==> config.mk <==
export PLATFORM = sky130hd
export DESIGN_NAME = positional_list_store_core
export DESIGN_NICKNAME = d
export VERILOG_FILES = /design/src/rtl/plst_pkg.sv /design/src/rtl/positional_list_store_core.sv /design/src/rtl/plst_cell.sv /design/src/rtl/plst_ctrl.sv
export SDC_FILE = /design/constraint.sdc
export NUM_CORES = 2
export LEC_CHECK = 0
export BUFFER_PORTS_ARGS = -buffer_cell sky130_fd_sc_hd__buf_2
export CAP_MARGIN = 5
export CELL_PAD_IN_SITES_DETAIL_PLACEMENT = 0
export CELL_PAD_IN_SITES_GLOBAL_PLACEMENT = 1
export CORE_MARGIN = 4
export CORE_UTILIZATION = 50
export CTS_BUF_LIST = sky130_fd_sc_hd__clkbuf_8
export CTS_CLUSTER_DIAMETER = 120
export DETAILED_ROUTE_END_ITERATION = 12
export PLACE_DENSITY_LB_ADDON = 0.08
export SYNTH_ARGS = -nofsm -noshare
export SYNTH_HDL_FRONTEND = slang
export SYNTH_SLANG_ARGS = --single-unit
==> constraint.sdc <==
create_clock -name clk -period 6.99 [get_ports clk]
set_input_delay 0.699 -clock clk [delete_from_list [all_inputs] [get_ports clk]]
set_output_delay 0.699 -clock clk [all_outputs]
set_load 0.01 [all_outputs]
==> src/rtl/plst_pkg.sv <==
`default_nettype none
package plst_pkg;

  localparam int DATA_W       = 32;
  localparam int MODE_W       = 3;
  localparam int POS_W        = 5;
  localparam int CNT_OUT_W    = 5;
  localparam int STATUS_W     = 2;
  localparam int DEF_CAPACITY = 16;

  typedef enum logic [MODE_W-1:0] {
    MODE_INS_FRONT  = 3'd0,
    MODE_INS_BACK   = 3'd1,
    MODE_INS_AT     = 3'd2,
    MODE_DROP_FRONT = 3'd3,
    MODE_DROP_BACK  = 3'd4,
    MODE_READ_AT    = 3'd5
  } mode_t;

  typedef enum logic [STATUS_W-1:0] {
    ST_OK     = 2'd0,
    ST_EMPTY  = 2'd1,
    ST_BADPOS = 2'd2,
    ST_FULL   = 2'd3
  } status_t;

  typedef enum logic [1:0] {
    OP_HOLD   = 2'd0,
    OP_INSERT = 2'd1,
    OP_DROP   = 2'd2
  } cell_op_t;

  typedef enum logic {
    S_IDLE    = 1'b0,
    S_COLLECT = 1'b1
  } state_t;

  typedef struct packed {
    cell_op_t op;
    logic     rd_en;
    logic     last_en;
  } cell_ctl_t;

endpackage
`default_nettype wire

==> src/rtl/positional_list_store_core.sv <==
`default_nettype none
// Ordered list of up to CAPACITY signed 32-bit entries held in a row of cells, one entry per
// cell, packed from the front. For each request, on the accepting edge every cell shifts, loads
// or holds at once, and then, in the collect state, the cells drive the read and back entries
// onto the result register. in_ready is low during the collect state; the result register
// frees the input, so one further request is taken while a finished result waits, and the
// collect state of that request stretches until out_ready takes the waiting result. A new
// request is not taken before the last has loaded its result; each gives exactly one result.
module positional_list_store_core #(
  parameter int CAPACITY = plst_pkg::DEF_CAPACITY
) (
  input  wire                                   clk,
  input  wire                                   rst,
  input  wire                                   in_valid,
  output logic                                  in_ready,
  input  wire         [plst_pkg::MODE_W-1:0]    mode,
  input  wire         [plst_pkg::POS_W-1:0]     position,
  input  wire  signed [plst_pkg::DATA_W-1:0]    value,
  output logic                                  out_valid,
  input  wire                                   out_ready,
  output logic signed [plst_pkg::DATA_W-1:0]    read_value,
  output logic signed [plst_pkg::DATA_W-1:0]    first_value,
  output logic signed [plst_pkg::DATA_W-1:0]    last_value,
  output logic        [plst_pkg::CNT_OUT_W-1:0] entry_count,
  output logic                                  is_empty,
  output logic        [plst_pkg::STATUS_W-1:0]  status
);
  import plst_pkg::*;

  localparam int IDX_W = (CAPACITY > 1) ? $clog2(CAPACITY) : 1;
  localparam int CNT_W = $clog2(CAPACITY + 1);

  cell_ctl_t         ctl;
  logic [IDX_W-1:0]  ins_idx;
  logic [IDX_W-1:0]  rd_idx;
  logic [IDX_W-1:0]  last_idx;
  logic              res_load;
  logic [DATA_W-1:0] cell_data [CAPACITY];
  logic [DATA_W-1:0] rd_tap    [CAPACITY];
  logic [DATA_W-1:0] last_tap  [CAPACITY];
  logic [DATA_W-1:0] rd_sum;
  logic [DATA_W-1:0] last_sum;

  plst_ctrl #(
    .CAPACITY (CAPACITY),
    .IDX_W    (IDX_W),
    .CNT_W    (CNT_W)
  ) u_ctrl (
    .clk         (clk),
    .rst         (rst),
    .in_valid    (in_valid),
    .in_ready    (in_ready),
    .mode        (mode),
    .position    (position),
    .out_valid   (out_valid),
    .out_ready   (out_ready),
    .ctl         (ctl),
    .ins_idx     (ins_idx),
    .rd_idx      (rd_idx),
    .last_idx    (last_idx),
    .res_load    (res_load),
    .entry_count (entry_count),
    .is_empty    (is_empty),
    .status      (status)
  );

  for (genvar i = 0; i < CAPACITY; i++) begin : g_cell
    logic [DATA_W-1:0] prev_d;
    logic [DATA_W-1:0] next_d;

    if (i == 0) begin : g_head
      assign prev_d = value;
    end else begin : g_body
      assign prev_d = cell_data[i-1];
    end

    if (i == CAPACITY - 1) begin : g_tail
      assign next_d = cell_data[i];
    end else begin : g_mid
      assign next_d = cell_data[i+1];
    end

    plst_cell #(
      .IDX_W (IDX_W),
      .INDEX (i)
    ) u_cell (
      .clk       (clk),
      .ctl       (ctl),
      .ins_idx   (ins_idx),
      .rd_idx    (rd_idx),
      .last_idx  (last_idx),
      .value     (value),
      .prev_data (prev_d),
      .next_data (next_d),
      .data      (cell_data[i]),
      .rd_tap    (rd_tap[i]),
      .last_tap  (last_tap[i])
    );
  end

  always_comb begin
    rd_sum   = '0;
    last_sum = '0;
    for (int k = 0; k < CAPACITY; k++) begin
      rd_sum   = rd_sum | rd_tap[k];
      last_sum = last_sum | last_tap[k];
    end
  end

  always_ff @(posedge clk) begin
    if (res_load) begin
      read_value  <= rd_sum;
      last_value  <= last_sum;
      first_value <= ctl.last_en ? cell_data[0] : '0;
    end
  end

endmodule
`default_nettype wire

==> src/rtl/plst_cell.sv <==
`default_nettype none
module plst_cell #(
  parameter int IDX_W = 4,
  parameter int INDEX = 0
) (
  input  wire                          clk,
  input  wire  plst_pkg::cell_ctl_t    ctl,
  input  wire  [IDX_W-1:0]             ins_idx,
  input  wire  [IDX_W-1:0]             rd_idx,
  input  wire  [IDX_W-1:0]             last_idx,
  input  wire  [plst_pkg::DATA_W-1:0]  value,
  input  wire  [plst_pkg::DATA_W-1:0]  prev_data,
  input  wire  [plst_pkg::DATA_W-1:0]  next_data,
  output logic [plst_pkg::DATA_W-1:0]  data,
  output logic [plst_pkg::DATA_W-1:0]  rd_tap,
  output logic [plst_pkg::DATA_W-1:0]  last_tap
);
  import plst_pkg::*;

  localparam logic [IDX_W-1:0] MY_IDX = IDX_W'(INDEX);

  always_ff @(posedge clk) begin
    case (ctl.op)
      OP_INSERT: begin
        if (MY_IDX > ins_idx) begin
          data <= prev_data;
        end else if (MY_IDX == ins_idx) begin
          data <= value;
        end
      end
      OP_DROP: begin
        data <= next_data;
      end
      default: begin
      end
    endcase
  end

  always_comb begin
    rd_tap   = (ctl.rd_en && rd_idx == MY_IDX) ? data : '0;
    last_tap = (ctl.last_en && last_idx == MY_IDX) ? data : '0;
  end

endmodule
`default_nettype wire

==> src/rtl/plst_ctrl.sv <==
`default_nettype none
module plst_ctrl #(
  parameter int CAPACITY = 16,
  parameter int IDX_W    = 4,
  parameter int CNT_W    = 5
) (
  input  wire                             clk,
  input  wire                             rst,
  input  wire                             in_valid,
  output logic                            in_ready,
  input  wire  [plst_pkg::MODE_W-1:0]     mode,
  input  wire  [plst_pkg::POS_W-1:0]      position,
  output logic                            out_valid,
  input  wire                             out_ready,
  output plst_pkg::cell_ctl_t             ctl,
  output logic [IDX_W-1:0]                ins_idx,
  output logic [IDX_W-1:0]                rd_idx,
  output logic [IDX_W-1:0]                last_idx,
  output logic                            res_load,
  output logic [plst_pkg::CNT_OUT_W-1:0]  entry_count,
  output logic                            is_empty,
  output logic [plst_pkg::STATUS_W-1:0]   status
);
  import plst_pkg::*;

  localparam int CMP_W = (CNT_W > POS_W) ? CNT_W : POS_W;

  state_t           state;
  state_t           state_next;
  logic [CNT_W-1:0] count;
  logic [CNT_W-1:0] count_next;
  logic             rd_en;
  logic             last_en;
  status_t          status_q;
  status_t          st_new;
  cell_op_t         op_new;
  logic             rd_ok;
  logic             accept;
  logic             full;
  logic             empty;
  logic [CMP_W-1:0] pos_x;
  logic [CMP_W-1:0] cnt_x;

  always_comb begin
    in_ready   = (state == S_IDLE);
    accept     = in_valid && in_ready;
    res_load   = (state == S_COLLECT) && (!out_valid || out_ready);
    full       = (count == CNT_W'(CAPACITY));
    empty      = (count == '0);
    pos_x      = CMP_W'(position);
    cnt_x      = CMP_W'(count);
    st_new     = ST_OK;
    op_new     = OP_HOLD;
    count_next = count;
    ins_idx    = '0;
    rd_ok      = 1'b0;
    state_next = state;

    case (mode)
      MODE_INS_FRONT: begin
        if (full) begin
          st_new = ST_FULL;
        end else begin
          op_new     = OP_INSERT;
          count_next = count + 1'b1;
        end
      end
      MODE_INS_BACK: begin
        ins_idx = IDX_W'(count);
        if (full) begin
          st_new = ST_FULL;
        end else begin
          op_new     = OP_INSERT;
          count_next = count + 1'b1;
        end
      end
      MODE_INS_AT: begin
        ins_idx = IDX_W'(pos_x);
        if (pos_x > cnt_x) begin
          st_new = ST_BADPOS;
        end else if (full) begin
          st_new = ST_FULL;
        end else begin
          op_new     = OP_INSERT;
          count_next = count + 1'b1;
        end
      end
      MODE_DROP_FRONT: begin
        if (empty) begin
          st_new = ST_EMPTY;
        end else begin
          op_new     = OP_DROP;
          count_next = count - 1'b1;
        end
      end
      MODE_DROP_BACK: begin
        if (empty) begin
          st_new = ST_EMPTY;
        end else begin
          count_next = count - 1'b1;
        end
      end
      MODE_READ_AT: begin
        if (pos_x >= cnt_x) begin
          st_new = ST_BADPOS;
        end else begin
          rd_ok = 1'b1;
        end
      end
      default: begin
      end
    endcase

    if (!accept) begin
      op_new     = OP_HOLD;
      count_next = count;
    end

    case (state)
      S_IDLE: begin
        if (accept) begin
          state_next = S_COLLECT;
        end
      end
      S_COLLECT: begin
        if (res_load) begin
          state_next = S_IDLE;
        end
      end
      default: begin
        state_next = S_IDLE;
      end
    endcase

    ctl.op      = op_new;
    ctl.rd_en   = rd_en;
    ctl.last_en = last_en;
  end

  always_ff @(posedge clk) begin
    if (rst) begin
      state     <= S_IDLE;
      count     <= '0;
      out_valid <= 1'b0;
    end else begin
      state <= state_next;
      count <= count_next;
      if (res_load) begin
        out_valid <= 1'b1;
      end else if (out_ready) begin
        out_valid <= 1'b0;
      end
    end
  end

  always_ff @(posedge clk) begin
    if (accept) begin
      rd_idx   <= IDX_W'(pos_x);
      rd_en    <= rd_ok;
      last_idx <= IDX_W'(count_next - 1'b1);
      last_en  <= (count_next != '0);
      status_q <= st_new;
    end
    if (res_load) begin
      status      <= status_q;
      entry_count <= CNT_OUT_W'(count);
      is_empty    <= (count == '0);
    end
  end

endmodule
`default_nettype wire

# ---- Yosys cells after proc, flatten, opt, wreduce, memory -nomap -nowiden
# Index checks and enable logic that the tools add are counted.
dict set report totals {
  register_bits 635
  in_bits 44
  out_inout_bits 106
}
dict set report classes {
  addsub 3
  n_lt_le_gt_ge 18
  n_eq_ne 68
  n_mux 101
  bitwise 31
  reduce_logical 63
}
# cell count
set op_table {}
lappend op_table {{$mux W32} 64}
lappend op_table {{$or A32 B32 Y32} 30}
lappend op_table {{$pmux W32 S2} 15}
lappend op_table {{$eq A4 B4 Y1 const B} 16}
lappend op_table {{$ne A3 B1 Y1 const B} 15}
lappend op_table {{$logic_and A1 B1 Y1} 34}
lappend op_table {{$eq A4 B3 Y1 const B} 8}
lappend op_table {{$eq A4 B4 Y1 const A} 8}
lappend op_table {{$gt A4 B4 Y1 const A} 8}
lappend op_table {{$reduce_and A2 Y1} 16}
lappend op_table {{$mux W5} 4}
lappend op_table {{$eq A3 B4 Y1 const A} 4}
lappend op_table {{$eq A4 B2 Y1 const B} 4}
lappend op_table {{$gt A3 B4 Y1 const A} 4}
lappend op_table {{$pmux W5 S3} 1}
lappend op_table {{$logic_not A4 Y1} 3}
lappend op_table {{$mux W2} 6}
lappend op_table {{$eq A2 B4 Y1 const A} 2}
lappend op_table {{$eq A4 B1 Y1 const B} 2}
lappend op_table {{$gt A1 B4 Y1 const A} 2}
lappend op_table {{$gt A2 B4 Y1 const A} 2}
lappend op_table {{$pmux W2 S4} 1}
lappend op_table {{$pmux W4 S2} 1}
lappend op_table {{$mux W1} 7}
lappend op_table {{other kinds (22)} 27}

# ---- Logic depth before layout (Yosys ltp)
dict set report depth {
  word_depth 18
  mapped_depth 16
  depth_no_buf 11
}

# ---- Modules after synthesis
# From an unflattened synthesis, not the netlist that was laid out.
dict set report unflattened {
  cells_unflattened 4298
  area_unflattened_um2 43051.3
}
# module instances cells_per_inst area_each_um2 seq_area_each_um2
set modules_own_cells {}
lappend modules_own_cells {positional_list_store_core 1 451 5139.9 2882.8}
lappend modules_own_cells {{plst_cell at g_cell[12].u_cell} 1 267 3265.6 960.9}
lappend modules_own_cells {{plst_cell at g_cell[2].u_cell} 1 276 2716.4 960.9}
lappend modules_own_cells {{plst_cell at g_cell[4].u_cell} 1 269 2580.0 960.9}
lappend modules_own_cells {{plst_cell at g_cell[8].u_cell} 1 221 2491.1 960.9}
lappend modules_own_cells {{plst_cell at g_cell[6].u_cell} 1 254 2140.8 960.9}
lappend modules_own_cells {{plst_cell at g_cell[7].u_cell} 1 252 2133.3 960.9}
lappend modules_own_cells {{plst_cell at g_cell[13].u_cell} 1 217 2122.0 960.9}
lappend modules_own_cells {{plst_cell at g_cell[3].u_cell} 1 216 2120.8 960.9}
lappend modules_own_cells {{plst_cell at g_cell[14].u_cell} 1 254 2119.5 960.9}
lappend modules_own_cells {{plst_cell at g_cell[10].u_cell} 1 254 2115.8 960.9}
lappend modules_own_cells {{plst_cell at g_cell[15].u_cell} 1 218 2114.5 960.9}
lappend modules_own_cells {{plst_cell at g_cell[1].u_cell} 1 217 2113.3 960.9}
lappend modules_own_cells {{plst_cell at g_cell[9].u_cell} 1 253 2102.0 960.9}
lappend modules_own_cells {{+4 rows} - - - -}

# ---- Worst setup path after synthesis
# OpenSTA, ideal clock, no wires.
dict set report synth_timing {
  kind {input -> register}
  startpoint {in out_ready}
  endpoint {reg first_value[0] (netlist bit), enable pin}
  setup_ns 0.603
  t_arrival_ns 5.817
  slack_ns 0.569
  path_stages 2
  path_buffers 0
  cell_sequence {inv_1 a21oi_1}
}
dict set report synth_via {
  elab_chain_cells 2
}
# item line
set synth_lines {}
lappend synth_lines {{start, declared} positional_list_store_core.sv:20} ;# input wire out_ready,
lappend synth_lines {{$logic_or A1 B1 Y1} plst_ctrl.sv:47} ;# res_load = (state == S_COLLECT) && (!out_valid || out_ready);
lappend synth_lines {{$logic_and A1 B1 Y1} plst_ctrl.sv:47}
lappend synth_lines {{net res_load} positional_list_store_core.sv:37} ;# logic res_load;
lappend synth_lines {{end signal, assigned} positional_list_store_core.sv:114} ;# first_value <= ctl.last_en ? cell_data[0] : '0;
lappend synth_lines {{end, declared} positional_list_store_core.sv:22} ;# output logic signed [plst_pkg::DATA_W-1:0] first_value,
# The timed path passes the listed nets, and every way through them passes these cells.
# A chain may end at the register's enable or synchronous reset.

# ---- Worst setup path in the final report
dict set report layout_timing {
  startpoint {reg u_ctrl.count[2] (netlist: u_ctrl.cnt_x[2])}
  endpoint {reg g_cell[8].u_cell.data[14] (netlist bit), enable pin}
}
dict set report layout_via {
  elab_chain_cells 8
}
# item line
set layout_lines {}
lappend layout_lines {{start, declared} plst_ctrl.sv:30} ;# logic [CNT_W-1:0] count;
lappend layout_lines {{start signal, assigned} plst_ctrl.sv:147} ;# count <= count_next;
lappend layout_lines {{parallel branches: the longest is 7 deep, another holds $gt A5 B5 Y1} -}
lappend layout_lines {{$reduce_and A2 Y1 (no line) (*)} -}
lappend layout_lines {{end signal, assigned} plst_cell.sv:26} ;# data <= prev_data;
lappend layout_lines {{end signal, assigned} plst_cell.sv:28} ;# data <= value;
lappend layout_lines {{end signal, assigned} plst_cell.sv:32} ;# data <= next_data;
lappend layout_lines {{end, declared} plst_cell.sv:14} ;# output logic [plst_pkg::DATA_W-1:0] data,
# Mark *: on every way between the ends.

==> results.toml <==
[setup_path]
worstSetupStartpointType = "register"
required_ns = 7.42
r2r_cells = 12
crit_path_end_kind = "register"
r2r-end = "g_cell[8].u_cell.data[14]"
cp_max_fo = 45
critPathKind = "register to register"
regToRegStartpoint = "u_ctrl.cnt_x[2]"
arrival_ns = 5.19
reg2reg_slack_ns = 2.24

[route]
vias = 31100
top_layer = "met5"
wl_per_cell_um = 35.0
totalWireLength_um = 149000
drc = 0
dr.pass1.iters = 9
wl_met2_um = 63100
routed_via_density = 7.29
drt_iter0_drc = 5829
postRouteAntennaNets = 0
m1WireLength_um = 55600
wl_met3_um = 21600

[sta]
worst_clock_skew_ns = 0.0416
worst_pin_slew_ns = 1.28
fin_crit_sh_pct = 68.0
final_max_slew_viol_count = 0
fmax_mhz = 210
finalCriticalPeriod_ns = 4.75
hold_viol_final = 0
rsz0062_at_grt = "false"
finalSetupTns_ns = 0
finalSetupViolCount = 0
relSlewSlack_pct = 14.4

[power_and_ir_drop]
p_leak_nw = 14.5
p_total_w = 0.00896
ir_drop_mv = 0.141
pwr_density_cell_nw_per_um2 = 225

[min_path]
hold_depth = 1
hold_end = "u_ctrl.rd_idx[0]"
hold_start = "position[0]"
hp-class = "input pin to register"

[die]
io_pins = 150
die-width_um = 276
die_height_um = 276
die_area_um2 = 76000
start_util_pct = 50.8
core_um2 = 70500
rows = 97

[finish]
final_util_pct = 56.4
final-seq-area_um2 = 19000
nNetsFinal = 3289
drive_above_1_share_pct = 14.6
area_growth_pct = 11.0
multiInputGateArea_um2 = 16000
final_common_cell = "edfxtp_1"
final_cell_mix = "edfxtp_1 (628), nand2_1 (476), mux2i_1 (455)"
fillers = 6113

[clock_tree]
clock_latency_ns = 0.75
cts_tree = "built"
cts_buffer_depth = 3
clock-root-buffer = "clkbuf_8"
path_clk_slew_ns = 0.06
cts_hold_buf = 0
cts_setup_buffers = 0
clkSinkCount = 635
cts_resized = 0
numCtsBuffers = 112
cts_htree_levels = 3

[global_route]
grt_pass1_vias = 29600
grt_usage_pct = 38.5
grt_pass1_wl_um = 212000
grt_max_degree = 195
grt_overflow_total = 0
antenna_found_initial = 9

[place]
gp_congestion = 0.906
place_hpwl_um = 87200
io_buffer_count = 149

[flow_run]
cap_violations = 0

[logic_synthesis]
ys_async_sr_fraction_pct = 0
ys_ff_latch = 635
syn-cell-area_um2 = 35800
ys_seq_area_share_pct = 53.1
synth-main-ff-cell = "edfxtp_1"
synth_nets = 3237
synth_cell_types = 67
syn-instance-count = 3182
yosysWarnings = 0
synth.avg_cell_area_um2 = 11.3
synth_edf_count = 628

[run_status]
outcome = "completed"
-- critical path: stages (launching register included) --
cell and delay, ns:
dfxtp_1 0.54, inv_1 0.16, ha_1 0.31, a211o_1 0.26, a221o_1 0.33, and2_1 0.21
o32ai_1 0.30, and2_1 0.28, ha_4 0.15, buf_4 0.77, a21oi_4 0.08, or2_2 0.60
buf_4 0.38
-- stage by stage --
step / cells / hold slack, ns / setup WS (ns) / area, µm²
4_1_cts: 4263 / 0.152 / 2.25 / 39700
6_report: 4270 / 0.209 / 2.24 / 39800
3_3_place_gp: 4060 / 0.410 / 2.17 / 37600
2_1_floorplan: 3182 / 0.400 / 0.569 / 35800
5_1_grt: 4268 / 0.161 / 2.05 / 39700
3_5_place_dp: 4060 / 0.416 / 2.14 / 37600
-- power by group --
group          switching, W  total [W]  internal (W)
Clock               0.00165    0.00340       0.00175
Combinational      0.000687    0.00100      0.000315
Sequential         0.000159    0.00456       0.00440
-- final cells by class --
cell class | count | share of cell area, %
clock inverters | 87 | 1.28
repair buffers | 233 | 3.53
well taps | 940 | 2.96
clock buffers | 116 | 4.02
diodes | 7 | 0.0441
flip-flops and latches | 635 | 47.8
inverters | 22 | 0.208
multi-input cells | 2230 | 40.2
-- worst max path at each step --
| stage | from | to | slack [ns] | depth (start not counted) |
|---|---|---|---|---|
| floorplan | out_ready | first_value[0] | 0.57 | 2 |
| global placement | position[2] | g_cell[9].u_cell.data[7] | 2.17 | 11 |
| detailed placement | position[1] | g_cell[10].u_cell.data[2] | 2.14 | 11 |
| CTS | u_ctrl.cnt_x[2] | g_cell[8].u_cell.data[11] | 2.25 | 12 |
| global route | u_ctrl.cnt_x[2] | g_cell[8].u_cell.data[14] | 2.05 | 12 |
| finish | u_ctrl.cnt_x[2] | g_cell[8].u_cell.data[14] | 2.24 | 12 |
-- synth_stat cells (all sizes together), types with 3 or more instances --
cell type | number | area, µm²
edfxtp | 628 | 18900
nand2 | 480 | 1800
o21ai | 457 | 2290
mux2i | 456 | 4570
clkbuf | 231 | 867
a221oi | 212 | 1860
a22o | 205 | 1800
nand4 | 66 | 413
mux2 | 65 | 732
buf | 64 | 374
a22oi | 60 | 455
nor2 | 43 | 185
and2 | 36 | 226
a21oi | 25 | 155
inv | 22 | 82.6
a222oi | 16 | 160
and3 | 15 | 93.8
ha | 11 | 138
nand3 | 10 | 60.1
nor3 | 10 | 50.1
a31oi | 8 | 56.3
dfxtp | 7 | 140
nand2b | 7 | 43.8
nand3b | 6 | 45.0
a311oi | 3 | 26.3
nand4b | 3 | 26.3
nor3b | 3 | 22.5
or2 | 3 | 18.8
-- layer usage --
layer	global-route usage (%)	up-vias
met2	56.9	2701
li1	-	12600
met3	13.3	759
met1	51.6	15100
met4	16.8	10
met5	0.578	-
-- cells by family after synthesis --
logic type,share of synthesized area (%)
buffers and inverters,3.70
AO/OA/AOI/OAI,19.4
AND/OR/NAND/NOR,8.60
multiplexers,14.8
XOR/XNOR,0.0734
adder cells (fa/ha/maj),0.384
flip-flops,53.1
-- registers in the layout (all words and copies together) (netlist names), 4 cells and up --
signal and flops:
first_value 32, g_cell.u_cell.data 512, last_value 32, read_value 32, u_ctrl.cnt_x 5, u_ctrl.entry_count 5, u_ctrl.last_idx 4, u_ctrl.rd_idx 4
No activity file was read; power rests on OpenSTA's default activity.
